**config.mk**
```make
export PLATFORM = sky130hd
export DESIGN_NAME = pll_divider_search
export DESIGN_NICKNAME = d
export VERILOG_FILES = /design/src/rtl/core/pds_pkg.sv /design/src/rtl/core/pds_arith.sv /design/src/rtl/core/pll_divider_search.sv
export VERILOG_INCLUDE_DIRS = /design/src /design/src/rtl/core
export SDC_FILE = /design/constraint.sdc
export NUM_CORES = 2
export LEC_CHECK = 0
export BUFFER_PORTS_ARGS = -buffer_cell sky130_fd_sc_hd__buf_2
export CORE_MARGIN = 3
export CORE_UTILIZATION = 40
export CTS_BUF_LIST = sky130_fd_sc_hd__clkbuf_8
export CTS_CLUSTER_DIAMETER = 100
export DETAILED_ROUTE_END_ITERATION = 10
export PLACE_DENSITY = 0.51
export SYNTH_ARGS = -nofsm -noshare
export SYNTH_HDL_FRONTEND = slang
export SYNTH_SLANG_ARGS = --single-unit
```
**constraint.sdc**
```tcl
create_clock -name clk -period 41.7 [get_ports clk]
set_clock_uncertainty 0.1 [all_clocks]
set_input_delay 2.085 -clock clk [delete_from_list [all_inputs] [get_ports clk]]
set_output_delay 2.085 -clock clk [all_outputs]
set_load 0.01 [all_outputs]
```
**src/rtl/core/pll_divider_search_macros.svh**
```systemverilog
// assertion macros for the pll divider search block
// expects clk and arst_n in the scope of every use
`ifndef PLL_DIVIDER_SEARCH_MACROS_SVH
`define PLL_DIVIDER_SEARCH_MACROS_SVH
`ifndef SYNTHESIS
`define PDS_ASSERT_IMP(lbl, ante, cons) \
	lbl: assert property (@(posedge clk) disable iff (!arst_n) (ante) |-> (cons)) \
		else $error("pll divider search: same-cycle check failed");
`define PDS_ASSERT_NEXT(lbl, ante, cons) \
	lbl: assert property (@(posedge clk) disable iff (!arst_n) (ante) |=> (cons)) \
		else $error("pll divider search: next-cycle check failed");
`else
`define PDS_ASSERT_IMP(lbl, ante, cons)
`define PDS_ASSERT_NEXT(lbl, ante, cons)
`endif
`endif

```
**src/rtl/core/pds_pkg.sv**
```systemverilog
// package for the pll divider search block: types, constants, band tables
// no dependencies
`timescale 1ns / 1ps
package pds_pkg;

	localparam int PDS_W             = 72;
	localparam int PDS_MAX_REF_DIV   = 511;
	localparam int PDS_RATE_BITS     = 32;

	localparam logic [63:0] F_1G     = 64'd1000000000;
	localparam logic [63:0] F_3G     = 64'd3000000000;
	localparam logic [63:0] F_4G     = 64'd4000000000;
	localparam logic [63:0] F_32M1   = 64'd32000001;
	localparam logic [63:0] F_8M     = 64'd8000000;
	localparam logic [63:0] F_100M   = 64'd100000000;
	localparam logic [63:0] F_5M     = 64'd5000000;
	localparam int          OM_SHIFT = 20;

	typedef enum logic {
		OP_MUL,
		OP_DIV
	} arith_op_t;

	typedef struct packed {
		logic      start;
		arith_op_t op;
	} arith_req_t;

	typedef enum logic [4:0] {
		ST_IDLE,
		ST_VDESK,
		ST_VDIV,
		ST_FVCO,
		ST_R0,
		ST_FREF,
		ST_FB_MUL,
		ST_FB_DIV,
		ST_NUM,
		ST_DEN,
		ST_CALC,
		ST_FIN,
		ST_FIN_MUL,
		ST_FIN_DIV,
		ST_OFF_MUL,
		ST_OFF_DIV,
		ST_OM_DIV,
		ST_DONE
	} pds_state_t;

	function automatic logic [3:0] band_of(input logic [31:0] f);
		logic [63:0] x;
		x = 64'(f);
		if (x < 64'd1200000000)      band_of = 4'd0;
		else if (x < 64'd1350000000) band_of = 4'd8;
		else if (x < 64'd1500000000) band_of = 4'd9;
		else if (x < 64'd1750000000) band_of = 4'd10;
		else if (x < 64'd2000000000) band_of = 4'd11;
		else if (x < 64'd2200000000) band_of = 4'd12;
		else if (x < 64'd2400000000) band_of = 4'd13;
		else if (x < 64'd2600000000) band_of = 4'd14;
		else if (x < 64'd3000000000) band_of = 4'd15;
		else                         band_of = 4'd0;
	endfunction

	// {bandwidth select, pump current}
	function automatic logic [3:0] pump_of(input logic [31:0] f);
		if (f < 32'd8000000)       pump_of = 4'd0;
		else if (f < 32'd9000000)  pump_of = 4'd3;
		else if (f < 32'd11000000) pump_of = 4'd2;
		else if (f < 32'd13000000) pump_of = 4'd1;
		else if (f < 32'd16000000) pump_of = 4'd0;
		else if (f < 32'd18000000) pump_of = 4'd15;
		else if (f < 32'd22000000) pump_of = 4'd14;
		else if (f < 32'd26000000) pump_of = 4'd13;
		else if (f < 32'd32000000) pump_of = 4'd12;
		else                       pump_of = 4'd0;
	endfunction

endpackage

```
**src/rtl/core/pds_arith.sv**
```systemverilog
// shared multicycle arithmetic unit: shift-add multiply, restoring divide
// depends on pds_pkg and pll_divider_search_macros.svh
`timescale 1ns / 1ps
`include "pll_divider_search_macros.svh"
module pds_arith
	import pds_pkg::*;
(
	input  logic             clk,
	input  logic             arst_n,
	input  arith_req_t       req,
	input  logic [PDS_W-1:0] a,
	input  logic [PDS_W-1:0] b,
	output logic [PDS_W-1:0] res,
	output logic             done
);

	localparam int CW = $clog2(PDS_W + 1);

	logic             busy_q, done_q;
	arith_op_t        op_q;
	logic [PDS_W-1:0] acc_q, x_q, y_q, rem_q;
	logic [CW-1:0]    cnt_q;
	logic [PDS_W:0]   rem2;
	logic             ge;

	assign rem2 = {rem_q, x_q[PDS_W-1]};
	assign ge   = rem2 >= {1'b0, y_q};

	always_ff @(posedge clk or negedge arst_n) begin
		if (!arst_n) begin
			busy_q <= 1'b0;
			done_q <= 1'b0;
		end else begin
			done_q <= 1'b0;
			if (req.start) begin
				busy_q <= 1'b1;
			end else if (busy_q) begin
				if (op_q == OP_MUL) begin
					if (y_q == '0) begin
						busy_q <= 1'b0;
						done_q <= 1'b1;
					end
				end else if (cnt_q == CW'(1)) begin
					busy_q <= 1'b0;
					done_q <= 1'b1;
				end
			end
		end
	end

	always_ff @(posedge clk) begin
		if (req.start) begin
			op_q  <= req.op;
			acc_q <= '0;
			x_q   <= a;
			y_q   <= b;
			rem_q <= '0;
			cnt_q <= CW'(PDS_W);
		end else if (busy_q) begin
			if (op_q == OP_MUL) begin
				if (y_q != '0) begin
					if (y_q[0]) acc_q <= acc_q + x_q;
					x_q <= {x_q[PDS_W-2:0], 1'b0};
					y_q <= {1'b0, y_q[PDS_W-1:1]};
				end
			end else begin
				rem_q <= ge ? PDS_W'(rem2 - {1'b0, y_q}) : rem2[PDS_W-1:0];
				x_q   <= {x_q[PDS_W-2:0], ge};
				cnt_q <= cnt_q - CW'(1);
			end
		end
	end

	assign res  = (op_q == OP_MUL) ? acc_q : x_q;
	assign done = done_q;

	`PDS_ASSERT_IMP(a_start_when_free, req.start, !busy_q)
	`PDS_ASSERT_NEXT(a_start_goes_busy, req.start, busy_q)
	`PDS_ASSERT_IMP(a_done_is_free, done_q, !busy_q)

endmodule

```
**src/rtl/core/pll_divider_search.sv**
```systemverilog
// top level of the pll divider search: sequencer, datapath registers, result word
// depends on pds_pkg, pds_arith and pll_divider_search_macros.svh
`timescale 1ns / 1ps
//
// usage
//   command word: target_rate and reference_rate, taken at a clock edge with start
//   high and busy low. busy stays high while the search runs.
//   result word: all ports are shown in the single cycle marked by done; the
//   receiver cannot stall it, so it must take the word in that cycle. result
//   ports keep their values until the next done.
//   config: cfg_we writes cfg_wdata into deskew_mode; write only while idle.
// search
//   every step runs on one shared shift-add multiplier / restoring divider.
//   each reference divider candidate costs two to three divides and two to
//   three multiplies; a full walk covers up to MAX_REF_DIVIDER candidates.
//   an invalid target goes from idle straight to done; one word at a time.
// reset
//   arst_n clears the sequencer and deskew_mode; no result is shown after reset.
//
module pll_divider_search
	import pds_pkg::*;
#(
	parameter int MAX_REF_DIVIDER = PDS_MAX_REF_DIV,
	parameter int RATE_BITS       = PDS_RATE_BITS
) (
	input  logic        clk,
	input  logic        arst_n,
	input  logic        cfg_we,
	input  logic        cfg_wdata,
	input  logic        start,
	output logic        busy,
	input  logic [31:0] target_rate,
	input  logic [31:0] reference_rate,
	output logic        done,
	output logic [8:0]  ref_divider,
	output logic [8:0]  feedback_divider,
	output logic [2:0]  post_div_select,
	output logic [3:0]  vco_band,
	output logic [2:0]  pump_current,
	output logic        bandwidth_select,
	output logic [16:0] freq_offset_code,
	output logic [31:0] achieved_rate,
	output logic [31:0] rounded_rate,
	output logic        request_invalid
);

	localparam int              RW       = $clog2(MAX_REF_DIVIDER + 1);
	localparam logic [RW-1:0]   RMAX     = RW'(MAX_REF_DIVIDER);
	localparam logic [31:0]     RATE_MAX = 32'((64'd1 << RATE_BITS) - 64'd1);

	pds_state_t       state_q, state_d;
	logic             issued_q, dk_q, done_q;
	arith_req_t       req;
	logic [PDS_W-1:0] op_a, op_b, ar_res;
	logic             ar_done;

	// search registers
	logic [31:0]      rate_q, p_q, fvco_q, fref_q, fb_q, best_fb_q, best_fref_q;
	logic [32:0]      v_q, t_q;
	logic [RW-1:0]    r_q, best_r_q;
	logic             first_q, inv_q, pos_q;
	logic [PDS_W-1:0] num_q, den_q, best_calc_q, best_diff_q;
	logic [31:0]      ach_q, rounded_q, mag_q;
	logic [16:0]      code_q;

	logic [31:0]      rate_in, p_in;
	logic             invalid_in;
	logic [PDS_W-1:0] rate_w, cdiff, ach_sat_src;
	logic [31:0]      best_sat, fin_sat, ach_fvco_diff;
	logic             better, mag_over;
	logic [PDS_W-1:0] om_div;
	logic [2:0]       post_sel;
	logic [3:0]       pump_bw;

	assign rate_in    = target_rate & RATE_MAX;
	assign p_in       = reference_rate & RATE_MAX;
	assign invalid_in = (rate_in == '0) || (64'(rate_in) > F_4G);
	assign rate_w     = PDS_W'(rate_q);
	assign busy       = (state_q != ST_IDLE);

	// distance of a candidate rate from the target
	assign cdiff  = (ar_res > rate_w) ? ar_res - rate_w : rate_w - ar_res;
	assign better = first_q || (best_diff_q > cdiff);

	assign best_sat    = (best_calc_q > PDS_W'(RATE_MAX)) ? RATE_MAX : best_calc_q[31:0];
	assign ach_sat_src = ar_res;
	assign fin_sat     = (ach_sat_src > PDS_W'(RATE_MAX)) ? RATE_MAX : ach_sat_src[31:0];

	assign ach_fvco_diff = (ach_q > fvco_q) ? ach_q - fvco_q : fvco_q - ach_q;
	// minus one hundred percent, or a magnitude beyond one hundred percent, saturates the offset code
	assign mag_over = (ar_res > PDS_W'(F_100M)) || (!pos_q && ar_res == PDS_W'(F_100M));
	assign om_div   = pos_q ? PDS_W'(F_100M) + PDS_W'(mag_q)
	                        : PDS_W'(F_100M) - PDS_W'(mag_q);

	always_comb begin
		post_sel = 3'd0;
		for (int i = 0; i < 8; i++) begin
			if (v_q == 33'(1 << i)) post_sel = 3'(i);
		end
	end
	assign pump_bw = pump_of(best_fref_q);

	// sequencer: next state and shared unit requests
	always_comb begin
		state_d   = state_q;
		req.start = 1'b0;
		req.op    = OP_MUL;
		op_a      = '0;
		op_b      = '0;
		unique case (state_q)
			ST_IDLE: begin
				if (start) begin
					if (invalid_in)             state_d = ST_DONE;
					else if (dk_q)              state_d = ST_VDESK;
					else if (64'(rate_in) < F_1G) state_d = ST_VDIV;
					else                        state_d = ST_FVCO;
				end
			end
			ST_VDESK: begin
				if (64'(t_q) > F_3G) state_d = ST_FVCO;
			end
			ST_VDIV: begin
				req.op = OP_DIV;
				op_a   = PDS_W'(F_1G) + rate_w - PDS_W'(1);
				op_b   = rate_w;
				if (ar_done) state_d = ST_FVCO;
			end
			ST_FVCO: begin
				req.op = OP_MUL;
				op_a   = rate_w;
				op_b   = PDS_W'(v_q);
				if (ar_done) state_d = ST_R0;
			end
			ST_R0: begin
				req.op = OP_DIV;
				op_a   = PDS_W'(p_q);
				op_b   = PDS_W'(F_32M1);
				if (ar_done) state_d = ST_FREF;
			end
			ST_FREF: begin
				req.op = OP_DIV;
				op_a   = PDS_W'(p_q);
				op_b   = PDS_W'(r_q);
				if (ar_done) begin
					if (!first_q && ar_res < PDS_W'(F_8M)) state_d = ST_FIN;
					else if (ar_res == '0)                 state_d = ST_NUM;
					else if (dk_q)                         state_d = ST_FB_MUL;
					else                                   state_d = ST_FB_DIV;
				end
			end
			ST_FB_MUL: begin
				req.op = OP_MUL;
				op_a   = PDS_W'(fref_q);
				op_b   = PDS_W'(v_q);
				if (ar_done) state_d = ST_FB_DIV;
			end
			ST_FB_DIV: begin
				req.op = OP_DIV;
				op_a   = dk_q ? PDS_W'(fvco_q) : PDS_W'(fvco_q[31:2]);
				op_b   = dk_q ? den_q : PDS_W'(fref_q);
				if (ar_done) state_d = ST_NUM;
			end
			ST_NUM: begin
				req.op = OP_MUL;
				op_a   = PDS_W'(p_q);
				op_b   = PDS_W'(fb_q);
				if (ar_done) state_d = ST_DEN;
			end
			ST_DEN: begin
				req.op = OP_MUL;
				op_a   = PDS_W'(r_q);
				op_b   = PDS_W'(v_q);
				if (ar_done) state_d = ST_CALC;
			end
			ST_CALC: begin
				req.op = OP_DIV;
				op_a   = num_q;
				op_b   = den_q;
				if (ar_done) state_d = (r_q == RMAX) ? ST_FIN : ST_FREF;
			end
			ST_FIN: begin
				if (dk_q)                  state_d = ST_FIN_MUL;
				else if (best_sat != rate_q) state_d = ST_OFF_MUL;
				else                       state_d = ST_DONE;
			end
			ST_FIN_MUL: begin
				req.op = OP_MUL;
				op_a   = PDS_W'(p_q);
				op_b   = PDS_W'(best_fb_q);
				if (ar_done) state_d = ST_FIN_DIV;
			end
			ST_FIN_DIV: begin
				req.op = OP_DIV;
				op_a   = num_q;
				op_b   = PDS_W'(best_r_q);
				if (ar_done) state_d = ST_DONE;
			end
			ST_OFF_MUL: begin
				req.op = OP_MUL;
				op_a   = PDS_W'(ach_fvco_diff);
				op_b   = PDS_W'(F_100M);
				if (ar_done) state_d = ST_OFF_DIV;
			end
			ST_OFF_DIV: begin
				req.op = OP_DIV;
				op_a   = num_q;
				op_b   = PDS_W'(fvco_q);
				if (ar_done) state_d = mag_over ? ST_DONE : ST_OM_DIV;
			end
			ST_OM_DIV: begin
				req.op = OP_DIV;
				op_a   = PDS_W'(mag_q) << OM_SHIFT;
				op_b   = om_div;
				if (ar_done) state_d = ST_DONE;
			end
			ST_DONE: begin
				state_d = ST_IDLE;
			end
			default: begin
				state_d = ST_IDLE;
			end
		endcase
		// unit states issue their operation once on entry
		if (state_q != ST_IDLE && state_q != ST_VDESK && state_q != ST_FIN &&
		    state_q != ST_DONE && !issued_q) begin
			req.start = 1'b1;
		end
	end

	always_ff @(posedge clk or negedge arst_n) begin
		if (!arst_n) begin
			state_q  <= ST_IDLE;
			issued_q <= 1'b0;
			dk_q     <= 1'b0;
			done_q   <= 1'b0;
		end else begin
			state_q  <= state_d;
			done_q   <= (state_q == ST_DONE);
			if (req.start)    issued_q <= 1'b1;
			else if (ar_done) issued_q <= 1'b0;
			if (cfg_we) dk_q <= cfg_wdata;
		end
	end

	// datapath captures
	always_ff @(posedge clk) begin
		unique case (state_q)
			ST_IDLE: begin
				if (start) begin
					rate_q    <= rate_in;
					p_q       <= p_in;
					inv_q     <= invalid_in;
					v_q       <= 33'd1;
					t_q       <= 33'(rate_in);
					code_q    <= '0;
					first_q   <= 1'b1;
				end
			end
			ST_VDESK: begin
				if (64'(t_q) > F_3G) begin
					v_q <= (v_q[32:1] == '0) ? 33'd1 : {1'b0, v_q[32:1]};
				end else begin
					v_q <= {v_q[31:0], 1'b0};
					t_q <= {t_q[31:0], 1'b0};
				end
			end
			ST_VDIV: if (ar_done) v_q <= ar_res[32:0];
			ST_FVCO: if (ar_done) fvco_q <= ar_res[31:0];
			ST_R0: begin
				if (ar_done) begin
					r_q <= (ar_res >= PDS_W'(RMAX)) ? RMAX : RW'(ar_res + PDS_W'(1));
				end
			end
			ST_FREF: begin
				if (ar_done) begin
					fref_q <= ar_res[31:0];
					if (ar_res == '0) fb_q <= '0;
				end
			end
			ST_FB_MUL: if (ar_done) den_q <= ar_res;
			ST_FB_DIV: if (ar_done) fb_q <= ar_res[31:0];
			ST_NUM: begin
				if (ar_done) num_q <= dk_q ? ar_res : {ar_res[PDS_W-3:0], 2'b00};
			end
			ST_DEN: if (ar_done) den_q <= ar_res;
			ST_CALC: begin
				if (ar_done) begin
					if (better) begin
						best_r_q    <= r_q;
						best_calc_q <= ar_res;
						best_diff_q <= cdiff;
						best_fb_q   <= fb_q;
						best_fref_q <= fref_q;
					end
					first_q <= 1'b0;
					if (r_q != RMAX) r_q <= r_q + RW'(1);
				end
			end
			ST_FIN: begin
				ach_q     <= best_sat;
				rounded_q <= best_sat;
			end
			ST_FIN_MUL: if (ar_done) num_q <= ar_res;
			ST_FIN_DIV: begin
				if (ar_done) begin
					ach_q     <= fin_sat;
					rounded_q <= fin_sat;
				end
			end
			ST_OFF_MUL: begin
				if (ar_done) begin
					num_q <= ar_res;
					pos_q <= ach_q > fvco_q;
				end
			end
			ST_OFF_DIV: begin
				if (ar_done) begin
					mag_q  <= ar_res[31:0];
					code_q <= {!pos_q, 16'hffff};
					if (ar_res <= PDS_W'(F_5M)) rounded_q <= rate_q;
				end
			end
			ST_OM_DIV: if (ar_done) code_q <= {!pos_q, ar_res[15:0]};
			ST_DONE: begin
				request_invalid  <= inv_q;
				ref_divider      <= inv_q ? '0 : 9'(best_r_q);
				feedback_divider <= inv_q ? '0 : best_fb_q[8:0];
				post_div_select  <= inv_q ? '0 : post_sel;
				vco_band         <= inv_q ? '0 : band_of(fvco_q);
				pump_current     <= inv_q ? '0 : pump_bw[2:0];
				bandwidth_select <= inv_q ? 1'b0 : pump_bw[3];
				freq_offset_code <= inv_q ? '0 : code_q;
				achieved_rate    <= inv_q ? '0 : ach_q;
				rounded_rate     <= inv_q ? '0 : rounded_q;
			end
			default: begin
			end
		endcase
	end

	assign done = done_q;

	pds_arith u_arith (
		.clk    (clk),
		.arst_n (arst_n),
		.req    (req),
		.a      (op_a),
		.b      (op_b),
		.res    (ar_res),
		.done   (ar_done)
	);

	`PDS_ASSERT_NEXT(a_accept_goes_busy, start && !busy, busy)
	`PDS_ASSERT_IMP(a_done_when_idle, done, !busy)
	`PDS_ASSERT_IMP(a_invalid_zeroed, done && request_invalid, achieved_rate == '0 && ref_divider == '0)

endmodule

```
==> key figures <==
Run status
  • Run status: finished clean

Synth
  • Number of synthesized register bits: 1122
  • Mapped Cells: 6958
  • Avg Cell Area, Syn: 9.85 µm²
  • Mux contribution to synthesized area: 3.65%
  • Xor/xnor share of the synthesized area: 4.36%
  • Cell variety after synth: 107
  • Synth Cell Area: 68500 µm²
  • Synth Flop Type: edfxtp_1
  • Simple-gate share of the synthesized area: 13.0%
  • Register area share after synthesis: 46.9%
  • Post-synthesis compound-gate area fraction: 20.8%
  • Synth Net Count: 7386
  • Post-synth EDFFs: 961
  • Synth Area in Adders: 6.62%
  • Largest family of logic cells by synthesized area: compound AO/OA/AOI/OAI gates
  • Yosys warnings: 0
  • Post-synthesis async set-or-reset flop share: 0.891%

Global route
  • Largest net degree at the start of global routing: 138
  • Total GRT Usage: 33.5%
  • Gr ovfl total: 0
  • First-pass GRT wire length: 427 mm
  • Initial antenna violation count: 27
  • Vias in the first global route: 57700

Worst setup path
  • Crit path required time: 42190 ps
  • Critical path arrival: 12950 ps
  • Reg2Reg Depth: 29
  • Top fanout value on the critical path: 137
  • Max incr delay on CP: 830 ps
  • FF-to-FF Start: u_arith.op_q
  • Cell mode on critical path: a21oi_1
  • Critical Path Source: u_arith.op_q
  • CP startpoint kind: register
  • Reg-to-Reg End: best_fb_q[6]
  • Kind of cell adding the most delay to the critical path: compound AO/OA/AOI/OAI gates
  • Worst path slowest cell: o21a_2
  • Worst Path Buf+Inv: 4
  • CP endpoint kind: register
  • WS Path Type: register to register
  • Worst R2R Setup Slack: 29230 ps

Min path
  • Hold Path Depth: 0
  • Worst Hold Path EP: best_fb_q[5]
  • Hold/Removal Path Class: register to register
  • HP Start: fb_q[5]

Placed design
  • Final HPWL DP: 227 mm
  • I/O Buffers: 181
  • Final Wtd Congestion: 0.989

Cells and area
  • Area grow syn2layout: 10.6%
  • Layout cells sized above 1: 10.1%
  • Final #Nets: 7500
  • Fillcell total: 16400
  • Commonest cells after routing, fill and taps aside: edfxtp_1, a21oi_1, nand2_1
  • Commonest non-fill, non-tap cell in the layout: edfxtp_1

Clocking
  • Post-CTS Hold Fix Bufs: 0
  • TritonCTS clock tree: yes
  • Worst-path clk slew: 60 ps
  • Clk buf depth: 3
  • Postcts setup bufs: 0
  • Clock latency on the worst-skew pair: 1010 ps
  • CTS root buf: clkbuf_8
  • # clock sinks: 1122
  • Clock buffer count from CTS: 206
  • Post-cts gate resize count: 0
  • H-tree depth: 4

Floorplanning
  • Number of top-level pins: 182
  • Die Wd: 420 µm
  • Core area: 170000 µm²
  • # rows: 151
  • Initial Util: 40.4%
  • Die H: 420 µm
  • Die ar.: 176000 µm²

Timing
  • Final period utilization: 29.9%
  • FMAX: 80.2 MHz
  • Worst-margin pin slew: 1330 ps
  • Finish-stage setup viols: 0
  • Final hold vios: 0
  • Setup TNS: 0 ps
  • RSZ-0062 raised after global routing: no
  • Fin. max-slew vios: 0
  • Worst slew margin: 10.3%
  • Minimum clock period: 12470 ps

Job
  • Max-cap viol count: 0

Power
  • Leak pwr: 0.0290 µW
  • Combinational power share: 54.0%
  • Sw frac: 48.0%
  • Internal Dissipation: 3220 µW
  • Reg power frac: 29.2%
  • Clock Power Share: 16.8%
  • Power Density: 81.6 nW/µm²
  • Maximum vdd drop: 0.0000448 V
  • Switch Pwr: 2960 µW
  • Power Total: 6180 µW

Detailed routing
  • Iter 0 DRT Violations: 7424
  • Vias per std cell: 6.35
  • Drt first pass iters: 7
  • Vias: 60200
  • Routed len/inst: 32.0 µm
  • # DRC: 0
  • Total Wirelength: 303 mm
  • ANT nets after route: 0
-- sequential cells by signal (all words and copies together) (netlist names), 32 cells and up --
signal / flops
v_q: 33
rounded_q: 32
u_arith.y_q: 72
mag_q: 32
achieved_rate: 32
rate_q: 32
best_calc_q: 72
u_arith.rem_q: 72
ach_q: 32
p_q: 32
t_q: 33
best_fb_q: 32
num_q: 72
u_arith.acc_q: 72
fb_q: 32
best_diff_q: 72
fvco_q: 32
den_q: 72
fref_q: 32
u_arith.x_q: 72
rounded_rate: 32
-- cell type report --
| cell class | count | area (µm²) | share of cell area (%) |
|---|---|---|---|
| multi-input cells | 5019 | 33400 | 44.1 |
| flip-flops and latches | 1122 | 32100 | 42.4 |
| clock buffers | 218 | 3000 | 3.96 |
| well taps | 2218 | 2780 | 3.66 |
| repair buffers | 339 | 2100 | 2.78 |
| inverters | 384 | 1440 | 1.91 |
| clock inverters | 157 | 865 | 1.14 |
| diodes | 17 | 42.5 | 0.0561 |
-- per-stage QoR --
step | instance area [µm²] | cells | hold slack, ps | setup slack (ps) | util [%]
global placement | 71900 | 9082 | 333 | 29800 | 42.3
CTS | 75700 | 9457 | 346 | 29470 | 44.6
detailed placement | 71900 | 9082 | 340 | 29530 | 42.3
floorplan | 68500 | 6958 | 324 | 23310 | -
global route | 75800 | 9468 | 359 | 28630 | 44.6
finish | 75800 | 9474 | 347 | 29230 | 44.6
-- cell usage after synthesis, types with 41 or more instances --
| cell | number | area share [%] |
|---|---|---|
| o221ai_1 | 51 | 0.65 |
| xnor2_1 | 233 | 3.0 |
| ha_1 | 353 | 6.4 |
| o21ai_0 | 450 | 3.3 |
| a222oi_1 | 55 | 0.80 |
| edfxtp_1 | 961 | 42 |
| nand2_1 | 499 | 2.7 |
| a21oi_1 | 718 | 5.2 |
| a31oi_1 | 74 | 0.68 |
| a21o_1 | 171 | 1.9 |
| o21bai_1 | 57 | 0.62 |
| nor2b_1 | 122 | 1.1 |
| nand2b_1 | 41 | 0.37 |
| and3_1 | 46 | 0.42 |
| nand3_1 | 134 | 0.98 |
| clkbuf_1 | 355 | 1.9 |
| dfxtp_1 | 151 | 4.4 |
| a22oi_1 | 122 | 1.3 |
| inv_1 | 370 | 2.0 |
| a221oi_1 | 47 | 0.60 |
| o22ai_1 | 86 | 0.78 |
| nor4_1 | 88 | 0.80 |
| nor2_1 | 468 | 2.6 |
| nand4_1 | 124 | 1.1 |
| nor3_1 | 172 | 1.3 |
| mux2i_1 | 201 | 2.9 |
| xor2_1 | 108 | 1.4 |
| and2_1 | 41 | 0.37 |
| a211oi_1 | 54 | 0.59 |
-- kinds of logic (layout without fill, tap and decap cells) --
logic type | after synthesis | count (layout)
flops | 1122 | 1122
compound gates | 2229 | 2229
simple gates | 1846 | 1846
fa+ha+maj | 359 | 359
xor+xnor | 341 | 341
buf+inv | 817 | 1098
other cells | 0 | 17
mux | 244 | 244
-- metal layers --
| metal | GRT usage, % | vias to the layer above | routed length (µm) |
|---|---|---|---|
| li1 | - | 26500 | - |
| met3 | 7.76 | 764 | 28000 |
| met4 | 18.0 | 10 | 19100 |
| met2 | 53.3 | 3357 | 138000 |
| met5 | 0 | - | 69 |
| met1 | 42.2 | 29600 | 118000 |
-- how the worst max path moves through the flow --
stage,to,slack (ps),cells past startpoint
2_1_floorplan,best_calc_q[0],23310,32
3_3_place_gp,best_r_q[5],29800,29
3_5_place_dp,best_r_q[5],29530,29
4_1_cts,best_fref_q[10],29470,29
5_1_grt,best_fref_q[10],28630,27
6_report,best_fb_q[6],29230,29
-- power by group through the flow --
stage	combinational (µW)	clock [µW]	sequential (µW)
global route	3590	1110	1820
global placement	3260	0	1820
finish	3340	1040	1800
floorplan	2210	0	1720
CTS	3290	1060	1800
detailed placement	3270	0	1820
Power figures use the tool's default switching activity.
